## src/rtl/core/isr_pkg.sv

```systemverilog
// Shared types and constants for the integer square root block.
package isr_pkg;

  // Default operand width and fixed result width
  localparam int DATA_WIDTH_DEF = 64;
  localparam int ROOT_W         = 32;

  // Sequencer controls toward the datapath and output register
  typedef struct packed {
    logic load;      // capture a new operand
    logic step;      // resolve one root bit
    logic out_load;  // write the output register
    logic sel_nxt;   // take the result from this cycle's step
  } ctrl_t;

endpackage

```

## src/rtl/core/isr_seq.sv

```systemverilog
// Sequencer: walks the shared subtract unit through one root bit per cycle.
module isr_seq #(
  parameter int STEPS = 32
) (
  input  logic          clk,
  input  logic          rst_n,
  input  logic          in_valid,
  input  logic          out_free,
  output logic          busy,
  output isr_pkg::ctrl_t ctrl
);

  localparam int CW = (STEPS > 1) ? $clog2(STEPS) : 1;

  localparam logic [1:0] ST_IDLE = 2'd0;
  localparam logic [1:0] ST_RUN  = 2'd1;
  localparam logic [1:0] ST_HOLD = 2'd2;

  logic [1:0]    state_r, state_nxt;
  logic [CW-1:0] cnt_r, cnt_nxt;

  // Next state and control decode
  always_comb begin
    state_nxt = state_r;
    cnt_nxt   = cnt_r;
    ctrl      = '0;
    unique case (state_r)
      ST_IDLE: begin
        if (in_valid) begin
          ctrl.load = 1'b1;
          cnt_nxt   = '0;
          state_nxt = ST_RUN;
        end
      end
      ST_RUN: begin
        ctrl.step = 1'b1;
        if (cnt_r == CW'(STEPS - 1)) begin
          if (out_free) begin
            ctrl.out_load = 1'b1;
            ctrl.sel_nxt  = 1'b1;
            state_nxt     = ST_IDLE;
          end else begin
            state_nxt = ST_HOLD;
          end
        end else begin
          cnt_nxt = cnt_r + CW'(1);
        end
      end
      ST_HOLD: begin
        // final root sits in the datapath until the output register frees up
        if (out_free) begin
          ctrl.out_load = 1'b1;
          state_nxt     = ST_IDLE;
        end
      end
      default: begin
        state_nxt = ST_IDLE;
      end
    endcase
  end

  always_ff @(posedge clk) begin
    if (!rst_n) begin
      state_r <= ST_IDLE;
      cnt_r   <= '0;
    end else begin
      state_r <= state_nxt;
      cnt_r   <= cnt_nxt;
    end
  end

  assign busy = (state_r != ST_IDLE);

endmodule

```

## src/rtl/core/isr_unit.sv

```systemverilog
// Datapath: remainder, partial root and bit registers around one subtractor.
module isr_unit #(
  parameter int DATA_WIDTH = 64
) (
  input  logic                  clk,
  input  isr_pkg::ctrl_t        ctrl,
  input  logic [DATA_WIDTH-1:0] operand,
  output logic [DATA_WIDTH-1:0] res_cur,
  output logic [DATA_WIDTH-1:0] res_nxt
);

  // Highest even bit position that the root bit starts from
  localparam int TOP = ((DATA_WIDTH - 2) / 2) * 2;
  localparam logic [DATA_WIDTH-1:0] BIT_INIT = {{(DATA_WIDTH-1){1'b0}}, 1'b1} << TOP;

  logic [DATA_WIDTH-1:0] v_r, res_r, bit_r;
  logic [DATA_WIDTH-1:0] trial;
  logic [DATA_WIDTH:0]   diff;
  logic                  ge;

  // Shared unit: trial subtract, borrow says whether the bit fits
  always_comb begin
    trial   = res_r + bit_r;
    diff    = {1'b0, v_r} - {1'b0, trial};
    ge      = !diff[DATA_WIDTH];
    res_nxt = ge ? ((res_r >> 1) + bit_r) : (res_r >> 1);
  end

  always_ff @(posedge clk) begin
    if (ctrl.load) begin
      // negative operand runs on zero, which yields a zero root
      v_r   <= operand[DATA_WIDTH-1] ? '0 : operand;
      res_r <= '0;
      bit_r <= BIT_INIT;
    end else if (ctrl.step) begin
      if (ge) begin
        v_r <= diff[DATA_WIDTH-1:0];
      end
      res_r <= res_nxt;
      bit_r <= bit_r >> 2;
    end
  end

  assign res_cur = res_r;

endmodule

```

## src/rtl/core/integer_square_root.sv

```systemverilog
// The sequencer runs STEPS = (DATA_WIDTH-2)/2+1 root steps (32 at 64 bits) per operand; the single
// subtractor settles one root bit per cycle, and the input stays stalled while a root is being
// worked out. A finished root moves to the output register once that is free, and the next
// operand is taken while it waits there.
// Reset: rst_n is synchronous, active low; it idles the sequencer and drops out_valid.
module integer_square_root #(
  parameter int DATA_WIDTH = isr_pkg::DATA_WIDTH_DEF
) (
  input  logic        clk,
  input  logic        rst_n,
  input  logic        in_valid,
  output logic        in_stall,
  input  logic [63:0] in_operand,
  output logic        out_valid,
  input  logic        out_stall,
  output logic [isr_pkg::ROOT_W-1:0] out_root
);

  localparam int STEPS = ((DATA_WIDTH - 2) / 2) + 1;

  isr_pkg::ctrl_t        ctrl;
  logic                  busy;
  logic                  out_free;
  logic [DATA_WIDTH-1:0] res_cur, res_nxt;
  logic                  out_valid_r;
  logic [isr_pkg::ROOT_W-1:0] out_root_r;

  assign out_free = !out_valid_r || !out_stall;

  isr_seq #(
    .STEPS (STEPS)
  ) u_seq (
    .clk      (clk),
    .rst_n    (rst_n),
    .in_valid (in_valid),
    .out_free (out_free),
    .busy     (busy),
    .ctrl     (ctrl)
  );

  isr_unit #(
    .DATA_WIDTH (DATA_WIDTH)
  ) u_unit (
    .clk     (clk),
    .ctrl    (ctrl),
    .operand (in_operand[DATA_WIDTH-1:0]),
    .res_cur (res_cur),
    .res_nxt (res_nxt)
  );

  // Output register
  always_ff @(posedge clk) begin
    if (!rst_n) begin
      out_valid_r <= 1'b0;
    end else if (ctrl.out_load) begin
      out_valid_r <= 1'b1;
    end else if (!out_stall) begin
      out_valid_r <= 1'b0;
    end
  end

  always_ff @(posedge clk) begin
    if (ctrl.out_load) begin
      out_root_r <= isr_pkg::ROOT_W'(ctrl.sel_nxt ? res_nxt : res_cur);
    end
  end

  assign in_stall  = busy;
  assign out_valid = out_valid_r;
  assign out_root  = out_root_r;

`ifndef SYNTHESIS
  // accepted operand keeps the input stalled while the root is worked out
  a_busy_after_accept: assert property (@(posedge clk) disable iff (!rst_n)
    (in_valid && !in_stall) |=> in_stall)
    else $error("input not stalled after accepting an operand");

  // a result never overwrites one that is still waiting
  a_no_overwrite: assert property (@(posedge clk) disable iff (!rst_n)
    ctrl.out_load |-> out_free)
    else $error("output register overwritten while stalled");

  // a loaded result shows up as valid on the next cycle
  a_load_valid: assert property (@(posedge clk) disable iff (!rst_n)
    ctrl.out_load |=> out_valid)
    else $error("loaded result not presented");

  // the datapath only steps while the block is busy
  a_step_busy: assert property (@(posedge clk) disable iff (!rst_n)
    ctrl.step |-> (in_stall && !ctrl.load))
    else $error("datapath stepped while idle");
`endif

endmodule
```

## config.mk

```make
export PLATFORM = sky130hd
export DESIGN_NAME = integer_square_root
export DESIGN_NICKNAME = d
export VERILOG_FILES = /design/src/rtl/core/isr_pkg.sv /design/src/rtl/core/isr_seq.sv /design/src/rtl/core/isr_unit.sv /design/src/rtl/core/integer_square_root.sv
export SDC_FILE = /design/constraint.sdc
export NUM_CORES = 1
export LEC_CHECK = 0
export BUFFER_PORTS_ARGS = -buffer_cell sky130_fd_sc_hd__buf_4
export CORE_UTILIZATION = 53
export DETAILED_ROUTE_END_ITERATION = 8
export HOLD_SLACK_MARGIN = 0.03
export PLACE_DENSITY = 0.71
export SLEW_MARGIN = 20
export SYNTH_ARGS = -nofsm -noshare
export SYNTH_HDL_FRONTEND = slang
export SYNTH_SLANG_ARGS = --single-unit
export TNS_END_PERCENT = 100
```

## constraint.sdc

```tcl
create_clock -name clk -period 12.49 [get_ports clk]
set_input_delay 2.498 -clock clk [delete_from_list [all_inputs] [get_ports clk]]
set_output_delay 2.498 -clock clk [all_outputs]
set_load 0.01 [all_outputs]
```

After elaboration in Yosys (flattened, before gate mapping)

Cells that the tools add are included.
W data, S select, Z words.

Register bits after elaboration: 200
Bits of input ports: 68
Logic and storage cells: 54
Output and inout port bits: 34

Add/sub/neg operators: 4
Eq/ne operators: 9
Reductions and logical operators: 10
Multiplexer cells: 24

Operators by type and width:

| kind                  | count |
|---|---|
| $mux W64              | 4 |
| $sub A64 B64 Y65      | 1 |
| $add A63 B63 Y64      | 1 |
| $add A64 B63 Y64      | 1 |
| $mux W63              | 1 |
| $mux W32              | 1 |
| $mux W2               | 6 |
| $mux W5               | 2 |
| $pmux W5 S2           | 1 |
| $ne A2 B2 Y1 const B  | 4 |
| $mux W1               | 7 |
| $pmux W2 S3           | 1 |
| $reduce_and A3 Y1     | 2 |
| $reduce_bool A2 Y1    | 3 |
| $add A5 B1 Y5 const B | 1 |
| $eq A5 B5 Y1 const B  | 1 |
| $ne A2 B1 Y1 const B  | 2 |
| $eq A2 B1 Y1 const B  | 1 |
| $eq A2 B2 Y1 const B  | 1 |
| $logic_not A1 Y1      | 2 |
| $logic_not A2 Y1      | 1 |
| $pmux W1 S2           | 1 |
| $reduce_and A2 Y1     | 1 |
| $logic_or A1 B1 Y1    | 1 |

Longest topological paths before layout

Gate-level depths: netlist (run 1).

Depth after elaboration: 6
Mapped depth: 25
Gate-level depth less buffers: 23

Cells and area by module

A second synthesis (run 1) with hierarchy kept.

Cells, all modules: 2101
Area total of the unflattened synthesis: 17246.5 um^2

By module, submodules not included:

| module              | cells an instance | area each (um^2) | instances |
|---|---|---|---|
| isr_unit            | 1975              | 15242.1          | 1 |
| integer_square_root | 72                | 1540.2           | 1 |
| isr_seq             | 54                | 464.2            | 1 |

Least setup slack after synthesis (run 1)

OpenSTA, ideal clock, no wires.

Kind: reg-to-reg
Start: register u_unit.res_r[0], in the netlist u_unit.res_cur[0]
End: register u_unit.v_r[0], enable pin
Cell stages (with the launch flop): 25
Arrival time: 8.945 ns
Setup slack: 2.970 ns
Data required time: 11.915 ns
Setup time: 0.575 ns
Clock period less this slack: 9.520 ns
Cell sequence: dfxtp_1 > ha_1 > ha_1 > a21o_1 > a31oi_1 > o21ai_0 > nor3b_2 > nor3_1 > o21ai_0 > a22oi_1 > o21ai_0 > xnor2_1 > ha_1 > buf_2 > nand4_1 > nor3_1 > nand2_1 > o32a_1 > o31ai_2 > nand3_2 > a21oi_2 > buf_6 > nor2_4 > buf_1 > o21ai_0

Word-level cells in the longest chain between the ends: 4

RTL lines:

| item                        | RTL line       | RTL |
|---|---|---|
| start: declaration          | isr_unit.sv:16 | `logic [DATA_WIDTH-1:0] v_r, res_r, bit_r;` |
| start signal: assignment    | isr_unit.sv:39 | `res_r <= res_nxt;` |
| $add A64 B63 Y64            | isr_unit.sv:23 | `trial = res_r + bit_r;` |
| $sub A64 B64 Y65            | isr_unit.sv:24 | `diff = {1'b0, v_r} - {1'b0, trial};` |
| $ne A2 B2 Y1 (no line)      | --             |  |
| $reduce_and A2 Y1 (no line) | --             |  |
| end signal: assignment      | isr_unit.sv:32 | `v_r <= operand[DATA_WIDTH-1] ? '0 : operand;` |
| end signal: assignment      | isr_unit.sv:37 | `v_r <= diff[DATA_WIDTH-1:0];` |
| end: declaration            | isr_unit.sv:16 |  |

Every way passes these cells.
A chain may end at the register's enable or synchronous reset.

Worst setup path in the final report (run 1)

Start: register u_unit.res_r[0], in the netlist u_unit.res_cur[0]
End: register u_unit.v_r[59], enable pin

The elaborated chain is that of the path after synthesis.

==> impl_metrics.ini, run 1 <==
[final_layout]
num-nets-final = 2315
utilization_pct = 58.7
finalNonFillerCells = 2559
diodes = 0
design_area_sq_um = 18700
drive_above_1_share_pct = 8.99
syn_to_final_growth_pct = 8.15
num-fill-cells = 2893

[worst_setup_path]
critPathKind = reg2reg
cp.arrival_ns = 7.05
worst_setup_path_start_kind = flip-flop
r2r-start = u_unit.res_cur[0]
r2r_end = u_unit.v_r[59]
required_ns = 12.57
worstPathMaxFanout = 64
cpMaxStageDelayCell = buf_4
reg2reg_depth = 22
crit_path_cell_trace = ha_1, ha_1, a21o_1, a31oi_1, o21ai_0, nor3b_2, nor3_1, o21ai_0, a22oi_1, o21ai_0, xnor2_1, ha_1, nand4_1, nor3_1, nand2_1, o31ai_2, nand3_2, a21oi_4, buf_4, nor2_4, o21ai_4, buf_4
endpoint_kind = flip-flop
slowest_delay_ns = 0.70
ff2ff_setup_slack_ns = 5.53

[sta]
worstMarginPinSlew_ns = 0.998
setup_slack_ns = 5.53
hold_ws_ns = 0.488
finalCriticalPeriod_ns = 6.96
drv_slew = 0
final-setup-viol-count = 0
finalClockSkew_ns = 0.0227
clock.fmax_ghz = 0.144
final.setup.tns_ns = 0
hold_viol = 0
rsz0062_at_grt = false
relSlewSlack_pct = 33.3
final.period_utilization_pct = 55.8

[clock_tree]
clock_path_buffers = 2
path_clk_slew_ns = 0.10
cts.sinks = 200
cts_hold_buf = 0
clockRootBuffer = clkbuf_16
cts_buffers = 17
clk_latency_ns = 0.47
post_cts_buffers = 0
cts_tree = yes
htree_levels = 4
cts_resized = 0

[min_path]
whs_endpoint = u_seq.cnt_r[4]
hold_path_depth = 2
hold_class = reg2reg
min_from = u_seq.cnt_r[4]

[power_and_ir_drop]
combPwrFrac_pct = 62.1
p_switching_mw = 2.38
power.density_nw_per_um2 = 254
finalPower_mw = 4.74
swShare_pct = 50.2
internal_power_mw = 2.36
p_leak_nw = 6.83
p_seq_share_pct = 25.6
clockPowerShare_pct = 12.3
ir_worst_vdd_mv = 0.138

[detailed_routing]
viasPerCell = 6.31
first_pass_iters = 6
drt_iter0_drc = 1578
drc = 0
routedWlPerCell_microns = 18.4
ant_nets = 0
wl_microns = 47200
vias = 16100

[global_route]
antenna_found_initial = 0
grt_pass1_vias = 14600
grt_use_total_pct = 28.5
overflow = 0
grt_pass1_wl_microns = 76600
grt_max_degree = 108

[synthesis]
synth-edff-count = 96
syn_area_sq_um = 17200
async_reset_ff_share_pct = 0
synthCells = 2123
synth_top_cell_by_area = edfxtp_1
synth-seq-area-share_pct = 28.8
yosys-top-cells-area = edfxtp_1 (17%), dfxtp_1 (12%), ha_1 (9.8%)
syn_avg_cell_area_sq_um = 8.12
ys_warn_count = 0
synth_cell_type_count = 91
synth_seq_cells = 200
synthFlopType = dfxtp_1
synth_top_area_share_pct = 16.7
syn_nets = 2327

[die]
io_pins = 102
die_h_microns = 182
initial_core_util_pct = 54.2
dieWidth_microns = 182
num_rows = 65
core_area_sq_um = 31800
die_area_sq_um = 33300

[placement]
place_ws_ns = 5.70
portBuffers = 101
place_inst = 2527
hpwl_microns = 34700
gp_congestion = 0.936
place_area_sq_um = 18100

[status]
status = finished, final reports clean

[flow_run]
drv_cap = 0
-- worst max-delay path by stage --
| stage | from | to | slack (ns) |
|---|---|---|---|
| CTS | u_unit.res_cur[0] | u_unit.v_r[53] | 5.65 |
| detailed placement | u_unit.res_cur[0] | u_unit.v_r[54] | 5.70 |
| finish | u_unit.res_cur[0] | u_unit.v_r[59] | 5.53 |
| floorplan | u_unit.res_cur[0] | u_unit.v_r[0] | 2.97 |
| global placement | u_unit.res_cur[0] | u_unit.v_r[56] | 5.95 |
| global route | u_unit.res_cur[0] | u_unit.v_r[54] | 4.99 |
-- power by group through the flow --
stage	Clock [mW]	Sequential [mW]	Combinational [mW]
floorplan	0	1.08	2.35
global placement	0	1.21	2.85
detailed placement	0	1.21	2.87
CTS	0.590	1.20	2.89
global route	0.618	1.24	3.25
finish	0.583	1.22	2.94
-- state kept, by name, indices dropped and copies added (netlist names) --
name	cells
out_valid	1
u_unit.res_cur	64
u_unit.v_r	64
u_seq.state_r	2
out_root	32
u_seq.cnt_r	5
u_unit.bit_r	32
-- routing by layer --
| layer | vias up | share of wire [%] | track usage [%] |
|---|---|---|---|
| met2 | 713 | 41 | 40.9 |
| met4 | 0 | 1.3 | 7.43 |
| met1 | 7512 | 50 | 44.4 |
| li1 | 7873 | - | - |
| met3 | 51 | 7.8 | 3.33 |
| met5 | - | 0 | 0 |
-- worst max-delay path: cells and delay by family, from the launching register on --
kind                       cells  cell delay (ns)
xor gates and xnor gates       1             0.16
adders and majority gates      3             0.89
and+or+nand+nor                7             1.67
DFF                            1             0.34
AOI/OAI and AO/OA              9             2.23
buffers and inverters          2             1.16
-- Yosys cell counts (all sizes together), types with 13 or more instances --
master,count
o21bai,41
a21o,32
nor2,148
o22ai,24
nand3,40
a31oi,63
edfxtp,96
a21oi,166
nand4,59
nand2,189
o21a,13
inv,47
mux2i,49
buf,44
xor2,86
nand3b,59
a211oi,28
o31ai,20
nor3,33
ha,135
dfxtp,104
o21ai,276
and2,17
xnor2,79
clkbuf,96
nor2b,24
-- cells in the final DEF, fill, tap and decap left out, drive strengths merged, types with 5 or more instances in the layout --
cell | synthesis | layout
clkbuf | 96 | 19
xnor2 | 79 | 79
nand4 | 59 | 59
a21o | 32 | 32
nor2b | 24 | 24
nor3 | 33 | 33
o21bai | 41 | 41
o211ai | 9 | 9
nand3b | 59 | 59
nand3 | 40 | 40
nor2 | 148 | 148
inv | 47 | 55
a221oi | 8 | 8
and3 | 10 | 10
clkinv | 0 | 5
nand2b | 11 | 11
a21boi | 10 | 10
nand2 | 189 | 189
or2 | 5 | 5
edfxtp | 96 | 96
a41oi | 5 | 5
o22ai | 24 | 24
buf | 44 | 109
a21oi | 166 | 166
mux2i | 49 | 49
nor4 | 6 | 6
o41ai | 7 | 7
dfxtp | 104 | 104
xor2 | 86 | 86
o21a | 13 | 13
a211oi | 28 | 28
a22oi | 7 | 7
ha | 135 | 135
a31oi | 63 | 63
o21ai | 276 | 276
nor3b | 5 | 5
and2 | 17 | 17
or3 | 8 | 8
o31ai | 20 | 20
a31o | 11 | 11
-- layout make-up --
cell class / instances / area, sq um / share of cell area [%]
Inverter: 47 / 176 / 0.946
Clock inverter: 13 / 149 / 0.798
Timing Repair Buffer: 109 / 818 / 4.39
Clock buffer: 19 / 454 / 2.43
Sequential cell: 200 / 4960 / 26.6
Tap cell: 435 / 544 / 2.92
Multi-Input combinational cell: 1736 / 11500 / 61.9
-- logic make-up (layout without fill, tap and decap cells) --
family / Yosys count / after routing / share of synthesized area, %
buf+inv: 187 / 188 / 4.53
flops: 200 / 200 / 28.8
fa+ha+maj: 136 / 136 / 9.91
mux: 52 / 52 / 3.04
xor+xnor: 165 / 165 / 8.38
simple gates: 624 / 624 / 18.0
compound gates: 759 / 759 / 27.3
No activity file was read; power rests on OpenSTA's default activity.
==> run 2, diff against run 1 <==
--- a/config.mk
+++ b/config.mk
@@ -5,11 +5,12 @@
 export SDC_FILE = /design/constraint.sdc
 export NUM_CORES = 1
 export LEC_CHECK = 0
+export ABC_AREA = 1
 export BUFFER_PORTS_ARGS = -buffer_cell sky130_fd_sc_hd__buf_4
 export CORE_UTILIZATION = 53
 export DETAILED_ROUTE_END_ITERATION = 8
 export HOLD_SLACK_MARGIN = 0.03
-export PLACE_DENSITY = 0.71
+export PLACE_DENSITY = 0.7
 export SLEW_MARGIN = 20
 export SYNTH_ARGS = -nofsm -noshare
 export SYNTH_HDL_FRONTEND = slang
==> constraint.sdc (replaced) <==
create_clock -name clk -period 6.5 [get_ports clk]
set_input_delay 1.3 -clock clk [delete_from_list [all_inputs] [get_ports clk]]
set_output_delay 1.3 -clock clk [all_outputs]
set_load 0.01 [all_outputs]
==> run 2 against run 1 <==
  * Via count up 53%
  * Synthesized area rose by 25%
  * Non-clock buffer count up 8
  * Final cell count rose by 69%
  * Wire length grew 75%
  * Critical path type unchanged
==> impl_metrics.ini, run 2 <==
[status]
status = finished, final reports clean

[synthesis]
synth_most_common_cell = nand2_1
synth_top_cell_by_area = nand2_1
synth_cell_type_count = 49
async_reset_ff_share_pct = 0
synthCells = 3729
synth_seq_cells = 200
syn_nets = 3933
yosys-top-cells-count = nand2_1 (1202), inv_1 (564), nor2_1 (453)
synth_top_area_share_pct = 20.8
synth-seq-area-share_pct = 22.9
syn_avg_cell_area_sq_um = 5.80
ys_warn_count = 0
synth-edff-count = 96
syn_area_sq_um = 21600
yosys-top-cells-area = nand2_1 (21%), edfxtp_1 (13%), inv_1 (9.8%)
synthFlopType = dfxtp_1

[detailed_routing]
ant_nets = 0
vias = 24800
drt_iter0_drc = 2539
wl_microns = 82500
drc = 0
viasPerCell = 5.75
routedWlPerCell_microns = 19.1
first_pass_iters = 6

[sta]
clock.fmax_ghz = 0.170
hold_viol = 0
relSlewSlack_pct = 40.5
final.setup.tns_ns = 0
drv_slew = 0
final.period_utilization_pct = 90.3
final-setup-viol-count = 0
rsz0062_at_grt = false
finalClockSkew_ns = 0.0129
hold_ws_ns = 0.480
worstMarginPinSlew_ns = 0.893
finalCriticalPeriod_ns = 5.87

[global_route]
grt_pass1_vias = 23400
grt_max_degree = 68
grt_pass1_wl_microns = 126000
antenna_found_initial = 0
grt_use_total_pct = 39.7
overflow = 0

[clock_tree]
clk_latency_ns = 0.52
cts_buffers = 17
clockRootBuffer = clkbuf_16
htree_levels = 4
cts_hold_buf = 0
clock_path_buffers = 2
cts.sinks = 200
cts_resized = 0
path_clk_slew_ns = 0.09
cts_tree = yes
post_cts_buffers = 0

[power_and_ir_drop]
power.density_nw_per_um2 = 536
p_leak_nw = 10.8
ir_worst_vdd_mv = 0.359
finalPower_mw = 12.5

[worst_setup_path]
ff2ff_setup_slack_ns = 0.63
endpoint_kind = flip-flop
slowest_delay_ns = 0.65
required_ns = 6.74
critPathBufInv = 3
r2r-start = u_unit.res_cur[20]
cpMaxStageDelayCell = dfxtp_1
timing.critical_path.mode_cell = nand2_1
worstPathMaxFanout = 37
critPathKind = reg2reg
crit_start = u_unit.res_cur[20]
worst_setup_path_start_kind = flip-flop
critical_path.top_delay_family = simple AND/OR/NAND/NOR gates
cp.arrival_ns = 6.11

[final_layout]
mostFrequentLayoutCells = nand2_1 (1200), inv_1 (563), nor2_1 (450)
multi_input_area_sq_um = 14100
seqCellArea_sq_um = 4960
num-nets-final = 3980
syn_to_final_growth_pct = 7.90
utilization_pct = 58.4
num-fill-cells = 3986
layout_commonest_cell = nand2_1
diodes = 0
drive_above_1_share_pct = 5.75

[die]
dieWidth_microns = 204
io_pins = 102
core_area_sq_um = 40000
die_area_sq_um = 41700
num_rows = 73
die_h_microns = 204
initial_core_util_pct = 54.1

[placement]
hpwl_microns = 66800
portBuffers = 101
gp_congestion = 1.10

[flow_run]
drv_cap = 0

[min_path]
min_from = u_seq.cnt_r[4]
hold_class = reg2reg
## run 2: cell count changes in the layout (fill, tap and decap cells not counted), sizes merged, moves of 25 or more
cell    previous run  this run
xnor2             79        31
nand3b            59        22
xor2              86        60
a31oi             63         8
mux2i             49         0
nor2             148       462
inv               55       582
nand4             59        29
a211oi            28         3
nand2            189      1212
a21oi            166       263
nand3             40       237
## run 2: final timing paths
path	end	depth (start not counted)
max	out_root[17]	26
min	u_seq.cnt_r[4]	2
max reg2reg	out_root[17]	26
min reg2reg	u_seq.cnt_r[4]	2
## run 2: kinds of logic (layout without fill, tap and decap cells)
group	after synthesis	after routing	share of synthesized area (%)
AOI/OAI and AO/OA	615	615	15.5
xor gates and xnor gates	91	91	3.68
adders and majority gates	136	136	7.90
buffers and inverters	662	722	11.9
DFF	200	200	22.9
and+or+nand+nor	2025	2025	38.0
## run 2: final cells by class
cell class	count	area share (%)
timing repair buffer	117	3.81
sequential	200	21.3
multi-input combinational	2867	60.5
clock buffer	19	1.90
clock inverter	13	0.536
inverter	573	9.22
tap	525	2.81
## run 2: per-stage QoR
step	std cells	area, sq um	worst slack [ns]
finish	4314	23400	0.634
global route	4314	23400	0.270
CTS	4314	23400	0.945
detailed placement	4282	22800	1.00
global placement	4282	22800	1.09
floorplan	3729	21600	1.50
## run 2: report_power, final
group,internal [mW],switching (mW)
clock,0.520,0.610
sequential,1.95,0.592
combinational,2.79,6.05
## run 2: metal layers
layer | global-route usage [%] | up-vias | wire length (microns)
met5 | 0 | - | 0
met4 | 24.5 | 0 | 5150
li1 | - | 12000 | -
met2 | 64.8 | 1263 | 37600
met1 | 49.6 | 11300 | 33100
met3 | 5.17 | 239 | 6640
## run 2: tightest hold or removal path, stage by stage, from the launching register on
cell	delay, ns
dfxtp_1	0.32
nand2_1	0.06
a21oi_1	0.06
